<file path="src/sv/fasta_fastq_record_parser_assert.svh">
// Assertion macros shared by the record parser modules.
`ifndef FASTA_FASTQ_RECORD_PARSER_ASSERT_SVH
`define FASTA_FASTQ_RECORD_PARSER_ASSERT_SVH

// Check a property at every rising clock edge outside reset.
`define FFP_ASSERT(lbl, prop, msg) \
  lbl: assert property (@(posedge clk_i) disable iff (!rst_ni) (prop)) \
    else $error(msg);

// Check a property that follows from a trigger, outside reset.
`define FFP_ASSERT_IMP(lbl, trig, prop, msg) \
  lbl: assert property (@(posedge clk_i) disable iff (!rst_ni) (trig) |=> (prop)) \
    else $error(msg);

`endif

</file>
<file path="src/sv/ffp_pkg.sv">
// Types, codes and helpers shared by the record parser modules.
package ffp_pkg;

  // Character codes
  localparam logic [7:0] ChrGt    = 8'h3E;
  localparam logic [7:0] ChrAt    = 8'h40;
  localparam logic [7:0] ChrPlus  = 8'h2B;
  localparam logic [7:0] ChrCr    = 8'h0D;
  localparam logic [7:0] ChrTab   = 8'h09;
  localparam logic [7:0] ChrLf    = 8'h0A;
  localparam logic [7:0] ChrSpace = 8'h20;

  // Format codes
  localparam logic [1:0] FmtUnknown = 2'd0;
  localparam logic [1:0] FmtFasta   = 2'd1;
  localparam logic [1:0] FmtFastq   = 2'd2;

  // Field kind codes
  localparam logic [2:0] KindName    = 3'd0;
  localparam logic [2:0] KindComment = 3'd1;
  localparam logic [2:0] KindSeq     = 3'd2;
  localparam logic [2:0] KindQual    = 3'd3;
  localparam logic [2:0] KindEnd     = 3'd4;

  localparam int unsigned MaxResults = 3;

  // All results caused by one input byte, slot 0 first
  typedef struct packed {
    logic [1:0]                      count;
    logic [MaxResults-1:0][7:0]      chars;
    logic [MaxResults-1:0][2:0]      kinds;
  } ffp_bundle_t;

  // Append one result to a bundle; a full bundle is left as it is
  function automatic ffp_bundle_t ffp_put(ffp_bundle_t b, logic [7:0] ch, logic [2:0] kind);
    ffp_bundle_t r;
    r = b;
    if (r.count != 2'd3) begin
      r.chars[r.count] = ch;
      r.kinds[r.count] = kind;
      r.count          = r.count + 2'd1;
    end
    return r;
  endfunction

endpackage

</file>
<file path="src/sv/fasta_fastq_record_parser.sv">
// Top level of the FASTA / FASTQ record parser.
//
// Input stream: one text byte per item on s_axis (tdata = byte, tlast marks
// the final byte of the stream and closes any open record). Output stream:
// one tagged byte per item on m_axis (tdata = byte, or zero for a record end;
// tuser = field kind: name, comment, sequence, quality, record end; tlast is
// high on the last result caused by one input byte). A byte causes zero to
// three results.
// The front end decides all results of a byte in the cycle it is accepted
// and writes them as one bundle into a QueueDepth-entry queue; the back end
// hands them out one per cycle while the receiver is ready, once the bundle
// is registered in the queue. One byte per cycle is taken while bytes give
// at most one result each and the receiver is ready; the output port sets
// the rate when bytes give more. s_axis_tready falls only when the queue is
// full, so a stalled receiver is absorbed by QueueDepth bundles before input
// stops. Reset clears the parse state, empties the queue and sets the format
// to auto-detect. cfg_we_i writes the format (0 auto, 1 FASTA, 2 FASTQ). The
// user must use it only while the block is idle; the block does not check.
module fasta_fastq_record_parser import ffp_pkg::*; #(
  parameter int unsigned QueueDepth = 4
) (
  input  logic       clk_i,
  input  logic       rst_ni,
  input  logic       cfg_we_i,
  input  logic [1:0] cfg_wdata_i,      // format_mode
  input  logic       s_axis_tvalid,
  output logic       s_axis_tready,
  input  logic [7:0] s_axis_tdata,     // [7:0] in_char
  input  logic       s_axis_tlast,
  output logic       m_axis_tvalid,
  input  logic       m_axis_tready,
  output logic [7:0] m_axis_tdata,     // [7:0] out_char
  output logic [2:0] m_axis_tuser,     // [2:0] field_kind
  output logic       m_axis_tlast
);

  logic [1:0]  fmt_mode_q;
  logic        push, pop, full, empty;
  ffp_bundle_t push_bundle, head_bundle;

  // Hold the format register
  always_ff @(posedge clk_i or negedge rst_ni) begin
    if (!rst_ni) begin
      fmt_mode_q <= FmtUnknown;
    end else if (cfg_we_i) begin
      fmt_mode_q <= cfg_wdata_i;
    end
  end

  ffp_front u_front (
    .clk_i      (clk_i),
    .rst_ni     (rst_ni),
    .fmt_mode_i (fmt_mode_q),
    .in_valid_i (s_axis_tvalid),
    .in_char_i  (s_axis_tdata),
    .in_eoi_i   (s_axis_tlast),
    .in_ready_o (s_axis_tready),
    .full_i     (full),
    .push_o     (push),
    .bundle_o   (push_bundle)
  );

  ffp_queue #(
    .Depth (QueueDepth)
  ) u_queue (
    .clk_i       (clk_i),
    .rst_ni      (rst_ni),
    .push_i      (push),
    .push_data_i (push_bundle),
    .full_o      (full),
    .pop_i       (pop),
    .empty_o     (empty),
    .head_o      (head_bundle)
  );

  ffp_back u_back (
    .clk_i       (clk_i),
    .rst_ni      (rst_ni),
    .empty_i     (empty),
    .head_i      (head_bundle),
    .pop_o       (pop),
    .out_valid_o (m_axis_tvalid),
    .out_ready_i (m_axis_tready),
    .out_char_o  (m_axis_tdata),
    .out_kind_o  (m_axis_tuser),
    .out_last_o  (m_axis_tlast)
  );

endmodule

</file>
<file path="src/sv/ffp_front.sv">
// Front end: classifies each input byte and builds the bundle of results it causes.
module ffp_front import ffp_pkg::*; (
  input  logic              clk_i,
  input  logic              rst_ni,
  input  logic [1:0]        fmt_mode_i,
  input  logic              in_valid_i,
  input  logic [7:0]        in_char_i,
  input  logic              in_eoi_i,
  output logic              in_ready_o,
  input  logic              full_i,
  output logic              push_o,
  output ffp_bundle_t       bundle_o
);

  typedef enum logic [2:0] {
    PH_SEEK    = 3'd0,
    PH_NAME    = 3'd1,
    PH_COMMENT = 3'd2,
    PH_SEQ     = 3'd3,
    PH_PLUS    = 3'd4,
    PH_QUAL    = 3'd5
  } phase_e;

  phase_e      phase_q, phase_d;
  logic        line_start_q, line_start_d;
  logic        held_cr_q, held_cr_d;
  logic [1:0]  det_fmt_q, det_fmt_d;
  logic        rec_open_q, rec_open_d;

  logic        accept;
  logic [1:0]  fmt;
  logic [2:0]  body_kind;
  logic [7:0]  term_char;
  logic        closed_now;
  ffp_bundle_t bnd;

  assign in_ready_o = !full_i;
  assign accept     = in_valid_i && !full_i;

  // Fixed format wins; otherwise use the format of the record in progress
  assign fmt = (fmt_mode_i == FmtFasta || fmt_mode_i == FmtFastq) ? fmt_mode_i : det_fmt_q;

  // Classify the byte and collect its results
  always_comb begin
    phase_d      = phase_q;
    line_start_d = line_start_q;
    held_cr_d    = held_cr_q;
    det_fmt_d    = det_fmt_q;
    rec_open_d   = rec_open_q;
    closed_now   = 1'b0;
    bnd          = '0;
    body_kind    = (phase_q == PH_QUAL) ? KindQual : KindSeq;
    term_char    = (phase_q == PH_QUAL) ? ChrAt : ((fmt == FmtFastq) ? ChrPlus : ChrGt);

    unique case (phase_q)
      PH_NAME, PH_COMMENT: begin
        if (in_char_i == ChrCr || (in_char_i == ChrTab && fmt == FmtFasta)) begin
          phase_d = phase_q;
        end else if (in_char_i == ChrLf) begin
          phase_d      = PH_SEQ;
          line_start_d = 1'b1;
          held_cr_d    = 1'b0;
        end else if (phase_q == PH_NAME && in_char_i == ChrSpace) begin
          phase_d = PH_COMMENT;
        end else begin
          bnd = ffp_put(bnd, in_char_i, (phase_q == PH_NAME) ? KindName : KindComment);
        end
      end
      PH_PLUS: begin
        if (in_char_i == ChrLf) begin
          phase_d      = PH_QUAL;
          line_start_d = 1'b1;
        end
      end
      PH_SEQ, PH_QUAL: begin
        if (line_start_q && in_char_i == term_char) begin
          line_start_d = 1'b0;
          held_cr_d    = 1'b0;
          if (phase_q == PH_SEQ && fmt == FmtFastq) begin
            phase_d = PH_PLUS;
          end else begin
            bnd        = ffp_put(bnd, 8'h00, KindEnd);
            phase_d    = PH_NAME;
            closed_now = 1'b1;
          end
        end else if (in_char_i == ChrLf) begin
          held_cr_d    = 1'b0;
          line_start_d = 1'b1;
        end else if (in_char_i == ChrCr) begin
          if (held_cr_q) begin
            bnd = ffp_put(bnd, ChrCr, body_kind);
          end
          held_cr_d    = 1'b1;
          line_start_d = 1'b0;
        end else begin
          if (held_cr_q) begin
            bnd = ffp_put(bnd, ChrCr, body_kind);
          end
          held_cr_d    = 1'b0;
          bnd          = ffp_put(bnd, in_char_i, body_kind);
          line_start_d = 1'b0;
        end
      end
      default: begin
        // Seeking, and any unused phase code
        phase_d = PH_SEEK;
        if (in_char_i == ChrGt && fmt != FmtFastq) begin
          det_fmt_d  = FmtFasta;
          phase_d    = PH_NAME;
          rec_open_d = 1'b1;
        end else if (in_char_i == ChrAt && fmt != FmtFasta) begin
          det_fmt_d  = FmtFastq;
          phase_d    = PH_NAME;
          rec_open_d = 1'b1;
        end
      end
    endcase

    // Close the open record at end of input and return to the reset state
    if (in_eoi_i) begin
      if (rec_open_d && !closed_now) begin
        if (held_cr_d) begin
          bnd = ffp_put(bnd, ChrCr, (phase_d == PH_QUAL) ? KindQual : KindSeq);
        end
        bnd = ffp_put(bnd, 8'h00, KindEnd);
      end
      phase_d      = PH_SEEK;
      line_start_d = 1'b1;
      held_cr_d    = 1'b0;
      det_fmt_d    = FmtUnknown;
      rec_open_d   = 1'b0;
    end
  end

  assign push_o   = accept && (bnd.count != 2'd0);
  assign bundle_o = bnd;

  // Advance the parse state on each accepted byte
  always_ff @(posedge clk_i or negedge rst_ni) begin
    if (!rst_ni) begin
      phase_q      <= PH_SEEK;
      line_start_q <= 1'b1;
      held_cr_q    <= 1'b0;
      det_fmt_q    <= FmtUnknown;
      rec_open_q   <= 1'b0;
    end else if (accept) begin
      phase_q      <= phase_d;
      line_start_q <= line_start_d;
      held_cr_q    <= held_cr_d;
      det_fmt_q    <= det_fmt_d;
      rec_open_q   <= rec_open_d;
    end
  end

endmodule

</file>
<file path="src/sv/ffp_queue.sv">
// Bundle queue between the front end and the output serialiser.
`include "fasta_fastq_record_parser_assert.svh"
module ffp_queue import ffp_pkg::*; #(
  parameter int unsigned Depth = 4
) (
  input  logic        clk_i,
  input  logic        rst_ni,
  input  logic        push_i,
  input  ffp_bundle_t push_data_i,
  output logic        full_o,
  input  logic        pop_i,
  output logic        empty_o,
  output ffp_bundle_t head_o
);

  localparam int unsigned PtrW = (Depth > 1) ? $clog2(Depth) : 1;
  localparam int unsigned CntW = $clog2(Depth + 1);

  ffp_bundle_t         mem_q [Depth];
  logic [PtrW-1:0]     wr_ptr_q, rd_ptr_q;
  logic [CntW-1:0]     cnt_q;

  assign full_o  = (cnt_q == CntW'(Depth));
  assign empty_o = (cnt_q == '0);
  assign head_o  = mem_q[rd_ptr_q];

  // Store pushed bundles
  always_ff @(posedge clk_i) begin
    if (push_i) begin
      mem_q[wr_ptr_q] <= push_data_i;
    end
  end

  // Advance pointers and fill count
  always_ff @(posedge clk_i or negedge rst_ni) begin
    if (!rst_ni) begin
      wr_ptr_q <= '0;
      rd_ptr_q <= '0;
      cnt_q    <= '0;
    end else begin
      if (push_i) begin
        wr_ptr_q <= (wr_ptr_q == PtrW'(Depth - 1)) ? '0 : wr_ptr_q + PtrW'(1);
      end
      if (pop_i) begin
        rd_ptr_q <= (rd_ptr_q == PtrW'(Depth - 1)) ? '0 : rd_ptr_q + PtrW'(1);
      end
      if (push_i && !pop_i) begin
        cnt_q <= cnt_q + CntW'(1);
      end else if (pop_i && !push_i) begin
        cnt_q <= cnt_q - CntW'(1);
      end
    end
  end

  `FFP_ASSERT(a_no_overflow, !(push_i && full_o), "bundle pushed into a full queue")
  `FFP_ASSERT(a_no_underflow, !(pop_i && empty_o), "bundle popped from an empty queue")
  `FFP_ASSERT(a_head_nonempty, empty_o || (head_o.count != 2'd0), "queued bundle without results")

endmodule

</file>
<file path="src/sv/ffp_back.sv">
// Back end: walks the head bundle; one result per cycle while the receiver is ready.
`include "fasta_fastq_record_parser_assert.svh"
module ffp_back import ffp_pkg::*; (
  input  logic        clk_i,
  input  logic        rst_ni,
  input  logic        empty_i,
  input  ffp_bundle_t head_i,
  output logic        pop_o,
  output logic        out_valid_o,
  input  logic        out_ready_i,
  output logic [7:0]  out_char_o,
  output logic [2:0]  out_kind_o,
  output logic        out_last_o
);

  logic [1:0] idx_q, idx_d;
  logic       fire;

  assign out_valid_o = !empty_i;
  assign out_char_o  = head_i.chars[idx_q];
  assign out_kind_o  = head_i.kinds[idx_q];
  assign out_last_o  = (idx_q == head_i.count - 2'd1);
  assign fire        = out_valid_o && out_ready_i;
  assign pop_o       = fire && out_last_o;

  // Step through the bundle; rewind once its last result is taken
  always_comb begin
    idx_d = idx_q;
    if (fire) begin
      idx_d = out_last_o ? 2'd0 : idx_q + 2'd1;
    end
  end

  always_ff @(posedge clk_i or negedge rst_ni) begin
    if (!rst_ni) begin
      idx_q <= 2'd0;
    end else begin
      idx_q <= idx_d;
    end
  end

  `FFP_ASSERT(a_idx_in_range, !out_valid_o || (idx_q < head_i.count), "slot beyond bundle")
  `FFP_ASSERT_IMP(a_step_on, fire && !out_last_o, idx_q == $past(idx_q) + 2'd1,
                  "slot did not advance within bundle")

endmodule

</file>
<file path="config.mk">
export PLATFORM = sky130hd
export DESIGN_NAME = fasta_fastq_record_parser
export DESIGN_NICKNAME = d
export VERILOG_FILES = /design/src/sv/ffp_pkg.sv /design/src/sv/fasta_fastq_record_parser.sv /design/src/sv/ffp_front.sv /design/src/sv/ffp_queue.sv /design/src/sv/ffp_back.sv
export VERILOG_INCLUDE_DIRS = /design/src /design/src/sv
export SDC_FILE = /design/constraint.sdc
export NUM_CORES = 1
export LEC_CHECK = 0
export BUFFER_PORTS_ARGS = -buffer_cell sky130_fd_sc_hd__buf_2
export CORE_MARGIN = 2
export CORE_UTILIZATION = 41
export CTS_CLUSTER_DIAMETER = 120
export DETAILED_ROUTE_END_ITERATION = 10
export GPL_ROUTABILITY_DRIVEN = 0
export MAX_ROUTING_LAYER = met4
export PLACE_DENSITY = 0.71
export SYNTH_ARGS = -nofsm -noshare
export SYNTH_HDL_FRONTEND = slang
export SYNTH_SLANG_ARGS = --single-unit
export TNS_END_PERCENT = 100
</file>
<file path="constraint.sdc">
create_clock -name clk_i -period 3.4 [get_ports clk_i]
set_clock_uncertainty 0.1 [all_clocks]
set_input_delay 0 -clock clk_i [delete_from_list [all_inputs] [get_ports clk_i]]
set_output_delay 0 -clock clk_i [all_outputs]
set_load 0.03 [all_outputs]
</file>
# Yosys cells after proc, flatten, opt, wreduce, memory -nomap -nowiden
# Memory sizes are Yosys's and may differ from the RTL's.
# Index checks and enable logic that the tools add are counted.
# totals
output_inout_bits,14
mem_count,1
ramBits,140
register_bits,19
in_bits,16
elab_cells,183
# classes
n_addsub,9
muxes,87
n_eq_ne,28
magnitude_cmp,7
n_reduce_logical,33
bitwise,8
# memory_table
name,depth,word_bits,read_ports,rd_clocked_by_memory_dff,write_ports,line_no,text
u_queue.mem_q,4,35,1,0,1,ffp_queue.sv:19,ffp_bundle_t mem_q [Depth];
# ops
cell,count
35-bit two-way mux,17
34-bit two-way mux,3
35-bit one-hot mux with 2 select lines,1
8-bit demux with 2-bit select,3
3-bit two-way mux,14
8-bit two-way mux,5
24-bit AND,1
24-bit bitwise mux,1
8-bit by 4-bit equality test with 1-bit output (second input constant),3
1-bit two-way mux,24
24-bit inverter,1
9-bit bitwise mux,2
3-bit demux with 2-bit select,3
8-bit binary-select mux with 2-bit select,1
8-bit by 6-bit equality test with 1-bit output (second input constant),2
1-bit logical AND,16
2-bit two-way mux,8
15-bit AND,1
15-bit inverter,1
2-bit by 1-bit adder with 2-bit output (second input constant),6
3-bit equality test (second input constant),4
2-bit by 3-bit < comparator with 1-bit output (second input constant),4
9-bit bitwise OR,1
3-bit one-hot mux with 3 select lines,1
30 further kinds,49

# Logic depth before layout (Yosys ltp)
# Gate-level depths: netlist (run 1).
# logic_depth
word_depth,45
depth_mapped,14

# Modules after synthesis
# Synthesis (run 1) repeated with hierarchy kept, for this count alone.
# unflattened
hier_cells,479
hier_area_um2,7420.9
# modules_own_cells
mod,area_each_um2,n_inst,cells_each
ffp_queue,5521.5,1,220
ffp_front,1452.6,1,201
ffp_back,374.1,1,54
fasta_fastq_record_parser,72.6,1,4

# Least setup slack after synthesis (run 1)
# OpenSTA, ideal clock, no wires.
# synth_timing
path_type,register to register
start,reg u_queue.rd_ptr_q[0]
end,reg u_queue.cnt_q[1]
synth_period_minus_slack_ns,3.615
path_stages_with_launch,10
t_arrival_ns,3.390
required_time_ns,3.175
setup_time_ns,0.125
n_path_buf,1
path_slack_ns,-0.215
cell_sequence,dfrtp_1 > buf_1 > mux4_2 > nand2b_1 > o22ai_1 > nand3_1 > ha_1 > inv_1 > fa_1 > mux2_2
# synth_between
elab_chain_cells,7
# synth_lines
item,line_no,text
from (decl),ffp_queue.sv:20,"logic [PtrW-1:0] wr_ptr_q, rd_ptr_q;"
from (signal assigned),ffp_queue.sv:45,rd_ptr_q <= (rd_ptr_q == PtrW'(Depth - 1)) ? '0 : rd_ptr_q + PtrW'(1);
memory read 4 x 35 bit *,n/a,
2-bit by 1-bit subtractor with 2-bit output *,ffp_back.sv:22,assign out_last_o = (idx_q == head_i.count - 2'd1);
2-bit equality test *,ffp_back.sv:22,
net m_axis_tlast,fasta_fastq_record_parser.sv:34,output logic m_axis_tlast
1-bit logical AND *,ffp_back.sv:24,assign pop_o = fire && out_last_o;
1-bit zero test,ffp_queue.sv:47,if (push_i && !pop_i) begin
1-bit logical AND,ffp_queue.sv:47,
3-bit two-way mux or 2-bit nonzero test (tied branches),n/a,
to (signal assigned),ffp_queue.sv:48,cnt_q <= cnt_q + CntW'(1);
to (signal assigned),ffp_queue.sv:50,cnt_q <= cnt_q - CntW'(1);
to (decl),ffp_queue.sv:21,logic [CntW-1:0] cnt_q;
# The timed path passes the listed nets; every way through them passes the cells marked *.
# A chain may end at the register's enable or synchronous reset.

# Worst setup path in the final report (run 1)
# layout_timing
start,reg u_front.det_fmt_q[1]
end,reg u_queue.cnt_q[2]
# layout_between
elab_chain_cells,22
# layout_lines
item,line_no,text
from (decl),ffp_front.sv:27,"logic [1:0] det_fmt_q, det_fmt_d;"
from (signal assigned),ffp_front.sv:144,det_fmt_q <= FmtUnknown;
from (signal assigned),ffp_front.sv:150,det_fmt_q <= det_fmt_d;
2-bit two-way mux *,ffp_front.sv:41,assign fmt = (fmt_mode_i == FmtFasta || fmt_mode_i == FmtFastq) ? fmt_mode_i : det_fmt_q;
2-bit equality test,"ffp_front.sv:53, ffp_front.sv:79",
5-bit two-way mux,ffp_front.sv:53,term_char = (phase_q == PH_QUAL) ? ChrAt : ((fmt == FmtFastq) ? ChrPlus : ChrGt);
8-bit two-way mux,ffp_front.sv:53,
8-bit equality test,ffp_front.sv:76,if (line_start_q && in_char_i == term_char) begin
1-bit logical AND,ffp_front.sv:76,
35-bit two-way mux,ffp_front.sv:76,
35-bit one-hot mux with 2 select lines,ffp_front.sv:55,unique case (phase_q)
(+7 left out),n/a,
35-bit two-way mux,ffp_front.sv:121,if (rec_open_d && !closed_now) begin
35-bit two-way mux *,ffp_front.sv:120,if (in_eoi_i) begin
2-bit nonzero test *,ffp_front.sv:135,assign push_o = accept && (bnd.count != 2'd0);
1-bit logical AND *,ffp_front.sv:135,
net push,fasta_fastq_record_parser.sv:38,"logic push, pop, full, empty;"
1-bit zero test,ffp_queue.sv:49,end else if (pop_i && !push_i) begin
1-bit logical AND,ffp_queue.sv:49,
2-bit nonzero test (no line),n/a,
# The timed path passes the listed nets; every way through them passes the cells marked *. The select of a mux whose other input is x is not followed.

==> impl_metrics.toml, run 1 <==
[flow_run]
drv_cap = 0

[floorplan]
dieArea_um2 = 15990
die-width_um = 126.5
initial_core_util_pct = 42.14
io_pins = 30
rows = 44
fp.coreArea_um2 = 14590
fp.dieH_um = 126.5

[clocking]
cts.sinks = 127
clockBufferDepth = 2
cts-root-buf = "clkbuf_16"
cts_made_buffers = 17
clk_pin_slew_ns = 0.06
clock_latency_ns = 0.41
h-tree-depth = 4
cts_tree = "yes"

[setup_path]
slowest_stage = "fa_1"
crit_family = "adder cells"
arrival_ns = 3.48
critPathLaunchType = "register"
worst_path_most_repeated_cell = "xor2_1"
r2r_slack_ns = 0.15
required_ns = 3.64
path_cells = "nor2b_1 -> maj3_1 -> mux2_2 -> a221oi_2 -> a311oi_2 -> a31oi_4 -> ha_2 -> inv_1 -> fa_1 -> xor2_1 -> nor2_1 -> xor2_1"
critical_path_peak_fanout = 4
ff2ff_path_depth = 12
crit_path_end_kind = "register"
reg2reg_to = "u_queue.cnt_q[2]"
cp_num_buf_inv = 1
worstSetupPathType = "reg2reg"
reg2reg_from = "u_front.det_fmt_q[1]"
crit_path_max_incr_delay_ns = 0.43

[timing]
setup_violations = 0
worst_slack_ns = 0.1538
slew_violations = 0
grt_setup_unrepaired = "yes"
period_share_pct = 95.48
min_period_ns = 3.246
worst_pin_slew_ns = 0.8670
fin_setup_tns_ns = 0
slew_headroom_pct = 42.01
fmax_mhz = 308.1
hold_viol_final = 1
holdWs_ns = -0.0007108

[placed_design]
placed_area_um2 = 6694
place_inst = 653
io_buffers = 29
place_ws_ns = 0.1369
dp_hpwl_um = 8819

[power]
ir_worst_vdd_mv = 0.3182
swShare_pct = 32.21
p_int_mw = 3.528
clkPwrFrac_pct = 31.2
pwr-share-comb_pct = 32.1
power.net_switching_mw = 1.676
powerDensity_nw_per_um2 = 701.2
seqPwrFrac_pct = 36.7
p_leak_nw = 2.594

[route]
firstDrtPassIters = 5
drt_iter0_markers = 325
drc = 0
avgRoutedWirePerCell_um = 19.23
drt-total-wl_um = 13500
drtAntennaViolNets = 0
drt-vias-per-instance = 5.707
dr_total_vias = 4006

[synthesis]
avgSynthCellArea_um2 = 14.13
ys_types = 66
synthArstFlopShare_pct = 14.96
synth_edf_count = 108
syn_area_um2 = 6148
syn_inst = 435
synth_flop_cell = "edfxtp_1"
yosys_warnings = 0
synth_nets = 460
synth_seq_cells = 127
synth-seq-area-share_pct = 60.50

[layout]
stdcell_count = 702
diodes = 0
final_cell_mix = "108 x edfxtp_1, 31 x nand2_1, 29 x buf_2"
layout_commonest_cell = "edfxtp_1"
fin_nets = 531
design_area_um2 = 7421
layout-drive-gt1-share_pct = 27.80
area_growth_pct = 20.70

[grt]
grt_first_pass_wirelength_um = 22050
antenna_found_initial = 0
track_usage_pct = 18.36
grt-ovfl-total = 0
grt_pass1_vias = 4144
grt_max_degree = 29

[outcome]
outcome = "finished with violations"
violations = "negative hold slack"

[min_path]
hp-class = "in2async"
[power by group through the flow]
stage	Clock, mW	Sequential (mW)	Combinational, mW
floorplan	0	1.91	1.26
global placement	0	1.93	1.65
detailed placement	0	1.94	1.68
CTS	1.65	1.91	1.70
global route	1.72	1.93	1.83
finish	1.62	1.91	1.67
[worst reg2reg max path, stage by stage (launching register included)]
cell      delay [ns]
dfrtp_1         0.39
nor2b_1         0.14
maj3_1          0.39
mux2_2          0.33
a221oi_2        0.33
a311oi_2        0.12
a31oi_4         0.23
ha_2            0.21
inv_1           0.06
fa_1            0.43
xor2_1          0.17
nor2_1          0.11
xor2_1          0.16
[per-layer routing]
metal,part of all wire (%),track usage [%],vias up
met1,43,23.08,1997
met4,1.8,6.723,0
met3,4.7,3.501,24
met2,50,29.82,136
met5,0,-,-
li1,-,-,1849
[kinds of logic (layout without fill, tap and decap cells)]
kind of cell	after synthesis	after routing	share of synthesized area, %
multiplexers	41	41	12.29
adder cells (fa/ha/maj)	12	12	2.442
AO/OA/AOI/OAI	85	85	10.46
flip-flops	127	127	60.50
XOR/XNOR	5	5	0.7124
buffers and inverters	39	122	2.564
AND/OR/NAND/NOR	126	126	11.03
[state kept, by name, summed over array words and instances, names as in the netlist]
signal	flops
u_front.held_cr_q	1
u_front.phase_q	3
u_queue.wr_ptr_q	2
u_front.rec_open_q	1
u_queue.cnt_q	3
u_back.idx_q	2
u_front.det_fmt_q	2
u_queue.rd_ptr_q	2
u_front.line_start_q	1
fmt_mode_q	2
u_queue.mem_q	108
[repair_timing]
| item | 4_1_cts | 5_1_grt |
|---|---|---|
| endpoints found under the hold margin | 61 | 0 |
| hold buffers | 16 | 0 |
| gates resized for setup | 0 | 5 |
| buffers inserted | 0 | 2 |
| setup endpoints to repair | 0 | 6 |
[through the flow]
stage | utilization [%] | total power [mW]
finish | 50.87 | 5.204
CTS | 50.63 | 5.262
floorplan | - | 3.174
detailed placement | 45.88 | 3.616
global placement | 45.88 | 3.576
global route | 50.87 | 5.472
[worst max-delay path by stage]
stage	startpoint	slack [ns]	end	cells after the start
after global routing	u_front.det_fmt_q[1]	-0.05	u_queue.cnt_q[2]	12
after global placement	u_front.det_fmt_q[1]	0.22	u_queue.cnt_q[2]	13
after floorplan	u_queue.rd_ptr_q[0]	0.05	u_queue.cnt_q[1]	9
after CTS	s_axis_tdata[5]	0.05	u_queue.cnt_q[2]	14
after detailed placement	u_front.det_fmt_q[1]	0.14	u_queue.cnt_q[2]	13
final	u_front.det_fmt_q[1]	0.15	u_queue.cnt_q[2]	12
[Yosys cell counts, types with 3 or more instances]
master / n / area [um^2]
nor2_1: 20 / 75.07
mux2_2: 6 / 67.56
nor4_1: 3 / 18.77
mux4_2: 27 / 608.1
ha_1: 8 / 100.1
nand4_1: 4 / 25.02
a31o_2: 4 / 35.03
nand2_1: 31 / 116.4
nand2b_1: 6 / 37.54
edfxtp_1: 108 / 3243
o21ai_0: 18 / 90.09
nor3b_1: 6 / 45.04
or2_2: 4 / 25.02
dfrtp_1: 18 / 450.4
a21o_1: 4 / 30.03
xnor2_1: 3 / 26.28
o22ai_1: 3 / 18.77
a22o_1: 4 / 35.03
nor2b_1: 6 / 37.54
nor3_1: 8 / 40.04
buf_2: 3 / 15.01
inv_1: 15 / 56.30
o21ai_1: 3 / 15.01
o41ai_1: 3 / 26.28
a221oi_1: 3 / 26.28
nand3_1: 7 / 35.03
mux2i_1: 8 / 80.08
and2_1: 14 / 87.58
a21oi_1: 17 / 85.08
clkbuf_1: 13 / 48.80
maj3_1: 3 / 30.03
or3_1: 4 / 25.02
buf_1: 6 / 22.52
[layout make-up]
class,instances,area (um^2)
Multi-Input combinational cell,269,2297
Clock inverter,11,95.09
Clock buffer,20,436.7
Tap cell,184,230.2
Timing Repair Buffer,75,580.6
Inverter,16,60.06
Sequential cell,127,3721
Fill cell,1184,7168
No activity file was read; power rests on OpenSTA's default activity.
==> inputs of run 2 (changes only) <==
CORE_ASPECT_RATIO = 0.5   (was not set)
==> run 2 against run 1 <==
Against the previous run: the run now ends clean; sequential share of layout area decreased by 0.66 points; global-route usage increased by 0.72 points; final cell count increased by 2.1%; critical endpoint is now u_queue.mem_q[3][22]; routed wire length increased by 4.1%; sequential power about the same; first-iteration DRC count increased by 31%; critical path depth decreased by 3; maximum frequency decreased by 2.0%; non-clock buffer count unchanged; count of clock-buffer cells in the layout decreased by 3; register-to-register slack got worse by 0.07 ns.
==> impl_metrics.toml, run 2 (synthesized netlist as in run 1, its figures left out) <==
[placed_design]
dp_hpwl_um = 9234
io_buffers = 29
place_inst = 672
placed_area_um2 = 6749

[layout]
stdcell_count = 717
diodes = 0
fillers = 1204
layout_commonest_cell = "edfxtp_1"
area_growth_pct = 22.30
max_flop_register = "u_queue.mem_q"
fin_nets = 531
reg_top3 = "u_queue.mem_q (108), u_front.phase_q (3), u_queue.cnt_q (3)"
layout-drive-gt1-share_pct = 29.09
design_area_um2 = 7520
final_cell_mix = "108 x edfxtp_1, 31 x nand2_1, 29 x buf_2, 29 x buf_4, 27 x mux4_2"
largest_reg_flops = 108

[floorplan]
initial_core_util_pct = 42.27
die-width_um = 177.2
io_pins = 30
fp.dieH_um = 90.59
rows = 31
dieArea_um2 = 16050
fp.coreArea_um2 = 14550

[grt]
grt_max_degree = 28
grt_first_pass_wirelength_um = 22290
antenna_found_initial = 0
grt-ovfl-total = 0
grt_pass1_vias = 4030
track_usage_pct = 19.08

[setup_path]
critical_path_peak_fanout = 12
worstSetupPathType = "reg2reg"
crit_path_end_kind = "register"
critPathLaunchType = "register"
arrival_ns = 3.36
required_ns = 3.44

[route]
drt-total-wl_um = 14050
avgRoutedWirePerCell_um = 19.60
drt-vias-per-instance = 5.802
dr_total_vias = 4160
drtAntennaViolNets = 0
drc = 0
firstDrtPassIters = 5
drt_iter0_markers = 425

[timing]
min_period_ns = 3.312
setup_violations = 0
slew_violations = 0
slew_headroom_pct = 52.64
worst_pin_slew_ns = 0.7029
period_share_pct = 97.41
fmax_mhz = 301.9
hold_viol_final = 0
grt_setup_unrepaired = "yes"

[clocking]
clk_pin_slew_ns = 0.06
clock_latency_ns = 0.42
cts_made_buffers = 17
clockBufferDepth = 2
h-tree-depth = 4
cts-root-buf = "clkbuf_16"
cts.sinks = 127
cts_tree = "yes"

[outcome]
outcome = "completed"

[power]
ir_worst_vdd_mv = 0.3928
powerDensity_nw_per_um2 = 732.5
p_leak_nw = 2.655

[flow_run]
drv_cap = 0

[min_path]
hp-class = "in2async"
## run 2: layout make-up
type,count,area [um^2],area share (%)
flip-flops and latches,127,3721,49.48
multi-input cells,269,2296,30.53
repair buffers,75,573.1,7.621
clock buffers,17,425.4,5.657
well taps,198,247.7,3.295
clock inverters,15,196.4,2.612
inverters,16,60.06,0.7987
## run 2: routing by layer
| metal | GRT usage (%) | part of all wire, % |
|---|---|---|
| met1 | 25.67 | 44 |
| met2 | 29.02 | 48 |
| met3 | 4.545 | 6.7 |
| met4 | 5.510 | 1.6 |
| met5 | - | 0 |
## run 2: final timing paths
| path | start | to | slack (ns) | depth (start not counted) |
|---|---|---|---|---|
| setup reg to reg | u_front.line_start_q | u_queue.mem_q[3][22] | 0.09 | 9 |
| hold / removal | rst_ni | u_back.idx_q[1] | 0.01 | 2 |
| hold reg to reg | u_queue.cnt_q[2] | u_queue.cnt_q[2] | 0.39 | 1 |
| setup / recovery | u_front.line_start_q | u_queue.mem_q[3][22] | 0.09 | 9 |
| min in group clk_i | s_axis_tdata[1] | u_queue.mem_q[2][10] | 0.03 | 2 |
| max in group asynchronous | rst_ni | u_queue.rd_ptr_q[0] | 2.81 | 2 |
## run 2: repair_timing
item | CTS | global route
endpoints found under the setup margin | 0 | 14
hold buffers | 13 | 0
setup buffers | 0 | 0
endpoints found under the hold margin | 47 | 0
resized for setup | 0 | 3
## run 2: through the flow
stage | hold slack [ns] | TNS, ns | utilization, % | power, mW | setup WS, ns
2_1_floorplan | -0.3956 | 0 | - | 3.174 | 0.05149
3_3_place_gp | -0.1101 | 0 | 46.40 | 3.600 | 0.2048
3_5_place_dp | -0.1052 | 0 | 46.40 | 3.625 | 0.08605
4_1_cts | 0.001904 | 0 | 51.57 | 5.543 | 0.04746
5_1_grt | 0.02304 | -0.1399 | 51.70 | 5.749 | -0.09456
6_report | 0.009872 | 0 | 51.70 | 5.508 | 0.08798
## run 2: report_power, final
group	switching [mW]	leakage [nW]	internal (mW)
Combinational	0.959	1.14	0.706
Clock	0.726	0.307	1.18
Sequential	0.113	1.21	1.83
## run 2: worst max-delay path: stages (launching register included)
cell and delay (ns):
dfstp_2 0.53, or4b_1 0.46, nor3b_2 0.17, a21oi_1 0.10, a21o_1 0.24, buf_4 0.18, a311oi_2 0.48, a2111oi_4 0.10
buf_4 0.20, nor3b_1 0.47
==> inputs of run 3 (changes only) <==
ABC_AREA = 1   (was not set)
==> run 3 against run 2 <==
Against the previous run: utilization fell by 0.46 points; final area rose by 0.43%; maximum frequency rose by 4.5%; count of clock-buffer cells in the layout did not move.
==> impl_metrics.toml, run 3 <==
[synthesis]
synthTopCellsByArea = "edfxtp_1 51%, dfrtp_1 7.1%, o21ai_0 6.1%, nor2_1 5.5%, nand2_1 4.4%"
syn_area_um2 = 6302
avgSynthCellArea_um2 = 10.28
syn_inst = 613
synth_common_cells = "108 x edfxtp_1, 93 x nor2_1, 77 x o21ai_0"
synthArstFlopShare_pct = 14.96
synth_top_area_share_pct = 51.46
synth-seq-area-share_pct = 59.02
yosys_warnings = 0
yosysTopAreaCell = "edfxtp_1"
yosysMostFrequentCell = "edfxtp_1"
synth_nets = 638
ys_types = 52
synth_edf_count = 108
synth_flop_cell = "edfxtp_1"
synth_seq_cells = 127

[clocking]
h-tree-depth = 4
clockBufferDepth = 2
cts_made_buffers = 17
cts-root-buf = "clkbuf_16"
cts.sinks = 127
clk_pin_slew_ns = 0.06
cts_tree = "yes"
clock_latency_ns = 0.42

[setup_path]
slowest_stage = "fa_1"
ff2ff_path_depth = 21
reg2reg_from = "fmt_mode_q[1]"
path_cells = "inv_1 -> nand2_1 -> nand2_1 -> nand2_1 -> o21ai_2 -> nand2_2 -> nor2_4 -> nand3_2 -> nand3_4 -> inv_4 -> nand4_4 -> nand2_4 -> nand2_4 -> nand2_8 -> inv_1 -> ha_1 -> inv_1 -> fa_1 -> a21oi_1 -> o21ai_0 -> xor2_1"
arrival_ns = 3.36
r2r_slack_ns = 0.23
critical_path_peak_fanout = 7
critPathCapture = "u_queue.cnt_q[2]"
critPathLaunchType = "register"
crit_path_end_kind = "register"
crit_path_max_incr_delay_ns = 0.44
reg2reg_to = "u_queue.cnt_q[2]"
required_ns = 3.59
cp_num_buf_inv = 4
worstSetupPathType = "reg2reg"
crit_family = "simple AND/OR/NAND/NOR gates"
timing.critical_path.from = "fmt_mode_q[1]"
cp.depth = 21

[timing]
worst_pin_slew_ns = 0.9152
slew_violations = 0
fin_setup_tns_ns = 0
min_period_ns = 3.169
grt_setup_unrepaired = "no"
setup_violations = 0
hold_viol_final = 0
period_share_pct = 93.19
fmax_mhz = 315.6
slew_headroom_pct = 38.79

[floorplan]
rows = 31
die-width_um = 179.3
fp.dieH_um = 91.67
fp.coreArea_um2 = 14740
initial_core_util_pct = 42.76
dieArea_um2 = 16440
io_pins = 30

[power]
p_leak_nw = 2.917
powerDensity_nw_per_um2 = 706.7
ir_worst_vdd_mv = 0.4339

[route]
drt_iter0_markers = 363
avgRoutedWirePerCell_um = 16.85
dr_total_vias = 4774
drc = 0
drtAntennaViolNets = 0
drt-vias-per-instance = 5.400
firstDrtPassIters = 6
drt-total-wl_um = 14900

[grt]
track_usage_pct = 19.93
grt-ovfl-total = 0
grt_first_pass_wirelength_um = 23940
grt_max_degree = 43
grt_pass1_vias = 4643
antenna_found_initial = 0

[layout]
reg_top3 = "u_queue.mem_q (108), u_front.phase_q (3), u_queue.cnt_q (3)"
layout_commonest_cell = "edfxtp_1"
fin_nets = 699
fillers = 1277
regArea_um2 = 3720
design_area_um2 = 7552
layout-drive-gt1-share_pct = 20.26
largest_reg_flops = 108
final_cell_mix = "108 x edfxtp_1, 93 x nor2_1, 77 x o21ai_0"
multi_input_area_um2 = 2263
diodes = 0
area_growth_pct = 19.83
max_flop_register = "u_queue.mem_q"

[min_path]
hp-class = "in2reg"

[placed_design]
io_buffers = 29
dp_hpwl_um = 9731
placed_area_um2 = 6766

[outcome]
outcome = "completed"

[flow_run]
drv_cap = 0
[run 3: tightest hold or removal path: cells and delay by family]
family,cells,cell delay [ns]
buffers and inverters,1,0.16
AOI/OAI and AO/OA,1,0.09
and+or+nand+nor,3,0.28
[run 3: metal layers]
layer / track usage (%) / vias to the layer above / part of all wire [%]
met5: - / - / 0
met4: 5.712 / 0 / 1.3
met3: 3.897 / 18 / 5.4
met2: 32.09 / 144 / 48
met1: 25.82 / 2330 / 45
li1: - / 2282 / -
[run 3: repair_timing]
action	4_1_cts	5_1_grt
gates resized for setup	0	4
buffers inserted	0	3
setup endpoints to repair	0	1
hold buffers	17	0
hold endpoints to repair	58	0
[run 3: area by class of cell]
type | count | share of cell area, %
flip-flops and latches | 127 | 49.25
multi-input cells | 399 | 29.97
repair buffers | 62 | 6.428
clock buffers | 17 | 5.633
inverters | 67 | 3.363
well taps | 198 | 3.280
clock inverters | 14 | 2.071
[run 3: power by group]
part / leakage [nW] / switching (mW) / total (mW) / internal (mW)
logic: 1.42 / 1.20 / 1.72 / 0.526
registers: 1.22 / 0.0834 / 1.82 / 1.74
clock network: 0.278 / 0.705 / 1.79 / 1.09
[run 3: kinds of logic (layout without fill, tap and decap cells)]
| group | Yosys count | count (layout) | synth area share, % |
|---|---|---|---|
| buffers and inverters | 87 | 160 | 5.241 |
| AND/OR/NAND/NOR | 250 | 250 | 20.49 |
| flip-flops | 127 | 127 | 59.02 |
| adder cells (fa/ha/maj) | 9 | 9 | 1.906 |
| XOR/XNOR | 3 | 3 | 0.4170 |
| AO/OA/AOI/OAI | 137 | 137 | 12.92 |
[run 3: worst min-delay path by stage]
stage | endpoint | start | depth (start not counted)
floorplan | fmt_mode_q[0] | rst_ni | 0
global placement | u_queue.cnt_q[1] | rst_ni | 1
detailed placement | u_queue.cnt_q[1] | rst_ni | 1
CTS | u_front.det_fmt_q[0] | s_axis_tdata[2] | 5
global route | u_front.det_fmt_q[0] | s_axis_tdata[2] | 5
finish | u_front.det_fmt_q[0] | s_axis_tdata[2] | 5
[run 3: metrics by stage]
stage	total power, mW	cells	hold WS (ns)	setup slack [ns]	util, %
4_1_cts	5.358	881	0.02548	0.1458	51.01
5_1_grt	5.634	884	0.05780	0.002423	51.24
3_3_place_gp	3.521	833	-0.1260	0.2935	45.91
3_5_place_dp	3.562	833	-0.1117	0.1599	45.91
2_1_floorplan	3.068	613	-0.3956	0.4363	-
6_report	5.337	884	0.05218	0.2314	51.24
